$ cat src/rtl/core/flc_pkg.sv
// Shared constants and control types for the full linear convolution unit.
`default_nettype none

package flc_pkg;

    localparam int MAX_TAPS_DEF = 64;   // default kernel capacity
    localparam int DATA_W       = 32;   // sample, kernel and result width
    localparam int IDX_W        = 6;    // tap_index field width
    localparam int TAP_CNT_W    = 7;    // tap_count register width
    localparam int S_TDATA_W    = 40;   // tap_index + value, padded to bytes
    localparam int M_TDATA_W    = 32;   // result

    // Controls shared by every cell of the ring
    typedef struct packed {
        logic clr;    // zero the sample
        logic push;   // take the sample from the previous cell
        logic rot;    // take sample and kernel from the next cell (ring)
    } t_cell_ctl;

    // Controls of the multiply-accumulate unit
    typedef struct packed {
        logic prod_en;    // load the product register
        logic prod_use;   // tap lies inside the active kernel, else load zero
        logic acc_clr;    // start a new sum
        logic acc_en;     // add the registered product
    } t_mac_ctl;

endpackage

`default_nettype wire

$ cat src/rtl/core/flc_mac.sv
// Multiply-accumulate unit at the head of the ring, wrapping modulo 2^32.
`default_nettype none

module flc_mac (
    input  wire logic                       i_clk,
    input  wire flc_pkg::t_mac_ctl          i_ctl,
    input  wire logic [flc_pkg::DATA_W-1:0] i_samp,
    input  wire logic [flc_pkg::DATA_W-1:0] i_kern,
    output logic      [flc_pkg::DATA_W-1:0] o_sum
);

    logic [flc_pkg::DATA_W-1:0] w_prod;
    logic [flc_pkg::DATA_W-1:0] r_prod;
    logic [flc_pkg::DATA_W-1:0] r_acc;

    // Low half of the product only; the sum wraps anyway
    assign w_prod = i_samp * i_kern;

    always_ff @(posedge i_clk) begin
        if (i_ctl.prod_en) begin
            r_prod <= i_ctl.prod_use ? w_prod : '0;
        end
        if (i_ctl.acc_clr) begin
            r_acc <= '0;
        end else if (i_ctl.acc_en) begin
            r_acc <= r_acc + r_prod;
        end
    end

    // Fold in the last product on the way out
    assign o_sum = r_acc + r_prod;

endmodule

`default_nettype wire

$ cat config.mk
export PLATFORM = sky130hd
export DESIGN_NAME = flc_mac
export DESIGN_NICKNAME = d
export VERILOG_FILES = /design/src/rtl/core/flc_pkg.sv /design/src/rtl/core/flc_mac.sv
export SDC_FILE = /design/constraint.sdc
export NUM_CORES = 1
export LEC_CHECK = 0
export BUFFER_PORTS_ARGS = -buffer_cell sky130_fd_sc_hd__buf_2
export CAP_MARGIN = 20
export CORE_ASPECT_RATIO = 1.75
export CORE_MARGIN = 1
export CORE_UTILIZATION = 55
export CTS_CLUSTER_SIZE = 12
export DETAILED_ROUTE_END_ITERATION = 10
export PLACE_DENSITY_LB_ADDON = 0.2
export SYNTH_ARGS = -nofsm -noshare
export SYNTH_HDL_FRONTEND = slang
export SYNTH_SLANG_ARGS = --single-unit
export TNS_END_PERCENT = 30
$ cat constraint.sdc
create_clock -name i_clk -period 11.2 [get_ports i_clk]
set_clock_uncertainty 0.15 [all_clocks]
set_input_delay 2.24 -clock i_clk [delete_from_list [all_inputs] [get_ports i_clk]]
set_output_delay 2.24 -clock i_clk [all_outputs]
set_load 0.005 [all_outputs]
==> flow_summary.ini <==
[cts]
post-cts-setup-buffers = 0
worstSkewPairLatency_ns = 0.35
cts_max_path_buffers = 2
cts_sinks = 64
cts_hold_buf = 0
cts_tree = yes
cts_root_buf = clkbuf_16
cts_inserted_buffers = 9
post_cts_resized = 0
cts.htree.levels = 3
clkTransAtPathRegs_ns = 0.06

[critical_path]
required_ns = 11.15
critical_path.startpoint_type = input pin
regToRegSetupSlack_ns = 7.51
crit_fanout = 19
path_class = input pin to register
end_kind = register
cp_data_arrival_time_ns = 9.82

[hold_path]
hp-class = register to register

[yosys]
synthArstFlopShare_pct = 0
synth_cells = 2148
synth_area_sq_um = 19700
synth_edf_count = 32
seq_area_frac_synth_pct = 8.13
synth.distinct_cells = 74
synth_area_per_cell_sq_um = 9.17
synthFlopType = edfxtp_1
synth_seq_cells = 64
synth_top_area_cell = fa_1
netlist.area_leader.share_pct = 41.6
synth.area.top_cells = fa_1 (42%), ha_1 (9.8%), and2_1 (9.6%)
syn-num-nets = 2780
synth-warning-count = 0

[detailed_routing]
drcViolationCount = 0
wl_microns = 53000
drt_first_iter_violations = 711
viasPerCell = 5.58
detail_route.wl_per_cell_microns = 20.1
dr.pass1.iters = 5
final_antenna_net_count = 0
vias = 14700

[global_route]
grt_usage_pct = 30.5
antenna_found_initial = 0
grt_pass1_vias = 16200
grt_pass1_wl_microns = 84400
grt_max_degree = 42
overflow = 0

[finish]
drive_above_1_share_pct = 6.41
multiInputGateArea_sq_um = 16200
finish.utilization_pct = 58.8
final_nets = 2794
nFillCells = 3186
antenna_cells = 0
final-seq-area_sq_um = 1600
flow.area_growth_from_synthesis_pct = 5.32
fin_area_sq_um = 20700

[floorplanning]
coreArea_sq_um = 35300
start_util_pct = 55.8
die_h_microns = 252
die_area_sq_um = 36600
rows = 91
die_w_microns = 145
io_pins = 101

[job]
drv_cap = 0

[status]
status = finished clean

[timing]
slew_violations = 0
tightestPinTransition_ns = 0.777
setup_tns_ns = 0
hold_violations = 0
maxSlewHeadroom_pct = 47.9
rsz0062_at_grt = false
fmax_ghz = 0.101
period_share_pct = 88.1
period_needed_ns = 9.87
setup_viol = 0

[place]
place.gp.congestion = 1.02
dpl_cell_area_sq_um = 20400
place_hpwl_microns = 43600
port_buffers = 100
==> layout make-up <==
cell class / count / area share [%]
clock buffer: 11 / 1.17
clock inverter: 5 / 0.386
tap: 465 / 2.81
inverter: 405 / 7.33
sequential: 64 / 7.72
timing repair buffer: 105 / 2.59
multi-input combinational: 1577 / 78.0
==> cells in the mapped netlist (3+ instances only) <==
cell / instances
fa_1: 409
nand2b_1: 8
nor2_1: 47
and4_1: 5
a211o_1: 5
nor4b_1: 7
o21ai_0: 20
nor3_1: 12
buf_2: 3
inv_1: 405
dfxtp_1: 32
a211oi_1: 8
a21o_1: 21
o21a_1: 15
a31oi_1: 7
a21oi_1: 36
o211ai_1: 4
or4_1: 3
nand3_1: 10
edfxtp_1: 32
o21bai_1: 3
a31o_2: 3
nand2_1: 286
xor2_1: 26
clkbuf_1: 96
or3_1: 6
ha_1: 154
and2_1: 301
nor2b_1: 5
nor4_1: 5
mux2i_1: 22
nor3b_1: 3
and3_1: 7
a221o_1: 4
xnor2_1: 80
a311o_1: 4
nand4_1: 6
o21ai_1: 3
==> critical path: stages <==
cell and delay [ns]:
buf_2 0.28, buf_4 0.33, and2_1 0.19, fa_1 0.41, inv_1 0.09, fa_1 0.45
fa_1 0.50, fa_1 0.55, inv_1 0.06, fa_1 0.49, inv_1 0.05, fa_1 0.55
inv_1 0.05, fa_1 0.49, fa_1 0.41, ha_1 0.37, a21oi_1 0.18, o21ai_0 0.13
o41ai_1 0.30, nand3_1 0.25, o31ai_1 0.43, o21ai_0 0.27, a21oi_1 0.43, xnor2_1 0.13
and2_1 0.18
==> worst paths after layout <==
path | startpoint | end | cells after the start
min reg2reg | r_acc[27] | r_acc[27] | 2
min | r_acc[27] | r_acc[27] | 2
max reg2reg | r_acc[0] | r_acc[30] | 12
max | i_kern[4] | r_prod[31] | 25
==> through the flow <==
stage,std cells,hold WS (ns),setup slack [ns]
floorplan,2148,0.295,2.16
global placement,2616,0.308,1.09
detailed placement,2616,0.315,0.986
CTS,2632,0.325,1.35
global route,2632,0.351,1.12
finish,2632,0.330,1.33
==> logic make-up (layout without fill, tap and decap cells) <==
group / Yosys count / after routing / synth area share [%]
compound gates: 164 / 164 / 5.99
xor+xnor: 106 / 106 / 4.71
fa+ha+maj: 563 / 563 / 51.4
buf+inv: 507 / 526 / 9.72
flops: 64 / 64 / 8.13
mux: 24 / 24 / 1.23
simple gates: 720 / 720 / 18.8
==> state kept, by name (all words and copies together) (netlist names) <==
register and flops:
r_acc 32, r_prod 32
==> routing by layer <==
layer / track usage (%) / wire length, microns / share of wire, %
met5: 0 / 0 / 0
met4: 26.7 / 5060 / 9.5
met3: 3.36 / 2300 / 4.3
met2: 57.0 / 28600 / 54
met1: 29.7 / 17100 / 32
==> placed cells by master (no fill, tap or decap), types with 12 or more instances in the layout <==
cell type / netlist / routed
a21o_1: 21 / 21
a21oi_1: 36 / 36
and2_1: 301 / 301
buf_2: 3 / 100
dfxtp_1: 32 / 32
edfxtp_1: 32 / 32
fa_1: 409 / 409
ha_1: 154 / 154
inv_1: 405 / 405
mux2i_1: 22 / 22
nand2_1: 286 / 286
nor2_1: 47 / 47
nor3_1: 12 / 12
o21a_1: 15 / 15
o21ai_0: 20 / 20
xnor2_1: 80 / 80
xor2_1: 26 / 26
Power is not shown: default switching activity piles up to over one toggle a cycle in this logic, so the estimate is an artifact.
