**config.mk**
```make
export PLATFORM = sky130hd
export DESIGN_NAME = flc_cell
export DESIGN_NICKNAME = d
export VERILOG_FILES = /design/src/rtl/core/flc_pkg.sv /design/src/rtl/core/flc_cell.sv
export SDC_FILE = /design/constraint.sdc
export NUM_CORES = 1
export LEC_CHECK = 0
export BUFFER_PORTS_ARGS = -buffer_cell sky130_fd_sc_hd__buf_2
export CAP_MARGIN = 10
export CORE_UTILIZATION = 35
export DETAILED_ROUTE_END_ITERATION = 7
export GPL_TIMING_DRIVEN = 0
export PLACE_DENSITY = 0.82
export SYNTH_ARGS = -nofsm -noshare
export SYNTH_HDL_FRONTEND = slang
export SYNTH_SLANG_ARGS = --single-unit
```
**constraint.sdc**
```tcl
create_clock -name i_clk -period 2.8 [get_ports i_clk]
set_input_delay 0.56 -clock i_clk [delete_from_list [all_inputs] [get_ports i_clk]]
set_output_delay 0.56 -clock i_clk [all_outputs]
set_load 0.03 [all_outputs]
```
**src/rtl/core/flc_pkg.sv**
```systemverilog
// Shared constants and control types for the full linear convolution unit.
`default_nettype none

package flc_pkg;

    localparam int MAX_TAPS_DEF = 64;   // default kernel capacity
    localparam int DATA_W       = 32;   // sample, kernel and result width
    localparam int IDX_W        = 6;    // tap_index field width
    localparam int TAP_CNT_W    = 7;    // tap_count register width
    localparam int S_TDATA_W    = 40;   // tap_index + value, padded to bytes
    localparam int M_TDATA_W    = 32;   // result

    // Controls shared by every cell of the ring
    typedef struct packed {
        logic clr;    // zero the sample
        logic push;   // take the sample from the previous cell
        logic rot;    // take sample and kernel from the next cell (ring)
    } t_cell_ctl;

    // Controls of the multiply-accumulate unit
    typedef struct packed {
        logic prod_en;    // load the product register
        logic prod_use;   // tap lies inside the active kernel, else load zero
        logic acc_clr;    // start a new sum
        logic acc_en;     // add the registered product
    } t_mac_ctl;

endpackage

`default_nettype wire

```
**src/rtl/core/flc_cell.sv**
```systemverilog
// One cell of the ring: holds one delayed sample and one kernel element.
`default_nettype none

module flc_cell (
    input  wire logic                       i_clk,
    input  wire logic                       i_rst_n,
    input  wire flc_pkg::t_cell_ctl         i_ctl,
    input  wire logic                       i_kern_we,
    input  wire logic [flc_pkg::DATA_W-1:0] i_kern_data,
    input  wire logic [flc_pkg::DATA_W-1:0] i_prev_samp,
    input  wire logic [flc_pkg::DATA_W-1:0] i_next_samp,
    input  wire logic [flc_pkg::DATA_W-1:0] i_next_kern,
    output logic      [flc_pkg::DATA_W-1:0] o_samp,
    output logic      [flc_pkg::DATA_W-1:0] o_kern
);

    logic [flc_pkg::DATA_W-1:0] r_samp;
    logic [flc_pkg::DATA_W-1:0] r_kern;

    // Delay line contents are part of the reset state
    always_ff @(posedge i_clk) begin
        if (!i_rst_n) begin
            r_samp <= '0;
        end else if (i_ctl.clr) begin
            r_samp <= '0;
        end else if (i_ctl.push) begin
            r_samp <= i_prev_samp;
        end else if (i_ctl.rot) begin
            r_samp <= i_next_samp;
        end
    end

    // Kernel is undefined until loaded
    always_ff @(posedge i_clk) begin
        if (i_kern_we) begin
            r_kern <= i_kern_data;
        end else if (i_ctl.rot) begin
            r_kern <= i_next_kern;
        end
    end

    assign o_samp = r_samp;
    assign o_kern = r_kern;

endmodule

`default_nettype wire

```
==> impl_metrics.yaml <==
global_routing:
  grt_max_degree: 33
  grtUsageTotal_pct: 17.1
  grt_pass1_vias: 2442
  antenna_found_initial: 0
  grt_pass1_wl_mm: 11.2
  grt-ovfl-total: 0
route:
  vias_per_cell: 4.70
  ant_nets: 0
  routed_wl_mm: 7.22
  first_pass_iters: 4
  vias: 2466
  drtIter0Drc: 26
  drc_errors: 0
  wl_per_cell_um: 13.8
yosys:
  synth_top_area_share_pct: 33.5
  synth_compound_area_share_pct: 8.38
  synth_fp_nets: 346
  ys_ff_latch: 64
  synth_cell_types: 14
  ys_seq_area_share_pct: 55.9
  synth_area_leaders: "edfxtp_1 34%, dfxtp_1 22%, mux2_2 13%"
  synth_top_family_by_area: "multiplexers"
  ys_warn_count: 0
  yosys.area_share.xor_xnor_pct: 0
  synth-simple-area-share_pct: 7.42
  synthMuxAreaShare_pct: 23.8
  avgSynthCellArea_um2: 13.5
  syn_area_um2: 2870
  synthCells: 212
  synth_area_leader_cell: "edfxtp_1"
  synth_fa_ha_area_share_pct: 0
die:
  initial_core_util_pct: 36.7
  dieArea_um2: 8550
  pin_count: 198
  num_rows: 32
  fp.coreArea_um2: 7810
  fp.dieH_um: 92.5
  fp.dieW_um: 92.5
setup_path:
  crit_arrival_ns: 1.62
  endpoint_kind: "flop"
  r2r_end: "o_samp[12]$_SDFFE_PP0P_"
  cp-endpoint: "o_kern[14]$_DFFE_PP_"
  reg2regPathDepth: 2
  cp_cell_sequence: "buf_2, buf_2, or2_2"
  r2r_setup_slack_ns: 1.99
  max_stage_delay_ns: 0.63
  crit_fanout: 32
  worstSetupStartpointType: "input port"
  crit_type: "in -> reg"
  cp_common_cell: "buf_2"
  r2r_start: "o_samp[12]$_SDFFE_PP0P_"
  cp.required_ns: 2.75
  slowest_stage: "or2_2"
  crit_start: "i_kern_we"
cts:
  holdBufCountCts: 0
  clockRootBuffer: "clkbuf_8"
  clk_latency_ns: 0.33
  numCtsBuffers: 9
  clockBufferDepth: 2
  clkSinkCount: 64
  cts_tree: "yes"
  cts.repair.resized: 0
  postCtsSetupRepairBufs: 0
  htreeDepth: 3
  clkTransAtPathRegs_ns: 0.08
sta:
  slew_headroom_pct: 53.5
  fin_skew_ns: 0
  hold_viol_final: 0
  rsz0062_at_grt: "no"
  fin_tns_setup_ns: 0
  tightest_slew_ns: 0.697
  setup_slack_ns: 1.14
  fin_crit_ns: 1.66
  fmax_ghz: 0.602
  drv_slew: 0
  setup_viol: 0
  finalCritPeriodShare_pct: 59.3
pwr:
  vdd_drop_max_uv: 240
  p_int_w: 0.00177
  seqPwrFrac_pct: 44.8
  power.share.combinational_pct: 20.1
  power_w: 0.00243
  p_leak_nw: 2.00
  switching_share_pct: 27.2
  clkPwrFrac_pct: 35.1
  p_per_area_nw_per_um2: 580
  p_switching_w: 0.000661
status:
  status: "complete, no violations"
layout:
  nNetsFinal: 552
  stdcell_count: 525
  fin_util_pct: 53.7
  area_delta_synth_final_pct: 46.2
  fillCellCount: 695
  final-seq-area_um2: 1600
  drive_gt1_share_pct: 59.8
  final_common_cell: "buf_2"
  diodes: 0
  multi_input_area_um2: 1130
place:
  dp_cells: 509
  dp_hpwl_mm: 5.79
  place.gp.congestion: 0.704
  pre_cts_ws_ns: 0.768
  io_buffers: 195
run:
  maxCapViolations: 0
min_path:
  hold_path.class: "in -> reg"
flip-flops by register name, summed over array words and instances, names as in the netlist:
| name | flops |
|---|---|
| o_samp | 32 |
| o_kern | 32 |
cell usage after synthesis:
cell	count
clkbuf_1	7
inv_1	1
dfxtp_1	32
nand2b_1	1
buf_1	1
buf_12	3
mux2_2	32
or2_2	1
mux2i_1	32
buf_2	5
edfxtp_1	32
a211oi_1	32
buf_6	1
nor2b_1	32
cell families after synthesis:
family	after synthesis
AOI/OAI and AO/OA	32
buffers and inverters	18
DFF	64
muxes	64
and+or+nand+nor	34
final cells by class:
class	count	share of cell area, %
Clock inverter	7	2.30
Buffer	17	3.02
Multi-Input combinational cell	130	27.1
Clock buffer	9	2.96
Inverter	1	0.0896
Sequential cell	64	38.2
Tap cell	102	3.05
Timing Repair Buffer	195	23.3
worst min path at each step:
stage,slack [ns],from,depth (start not counted),endpoint
CTS,0.49,i_prev_samp[0],3,o_samp[0]$_SDFFE_PP0P_
detailed placement,0.54,o_samp[21]$_SDFFE_PP0P_,2,o_samp[21]$_SDFFE_PP0P_
global route,0.50,i_prev_samp[20],3,o_samp[20]$_SDFFE_PP0P_
floorplan,0.67,o_samp[24]$_SDFFE_PP0P_,2,o_samp[24]$_SDFFE_PP0P_
global placement,0.53,o_samp[29]$_SDFFE_PP0P_,2,o_samp[29]$_SDFFE_PP0P_
finish,0.52,i_prev_samp[28],3,o_samp[28]$_SDFFE_PP0P_
power groups by stage:
stage                     combinational (W)  sequential, W  clock [W]
final                              0.000488        0.00109   0.000853
after global routing               0.000521        0.00110   0.000923
after CTS                          0.000494        0.00109   0.000885
after detailed placement           0.000493        0.00111          0
after global placement             0.000484        0.00111          0
after floorplan                    0.000145        0.00127          0
metal layers:
metal  vias up  track usage (%)  part of all wire [%]
li1       1202                -                     -
met4         0             7.03                   1.4
met2       140             30.9                    50
met3        10             4.93                   9.1
met5         -                0                     0
met1      1114             18.6                    39
metrics by stage:
step	instance area [um^2]	hold slack (ns)
after floorplan	2870	0.667
after global routing	4190	0.501
final	4190	0.517
after global placement	3970	0.533
after detailed placement	3970	0.540
after CTS	4190	0.495
worst max-delay path, delay by kind of cell:
kind                   cells  cell delay, ns
buffers and inverters      2            0.42
and+or+nand+nor            1            0.63
No activity file was read; power rests on OpenSTA's default activity.
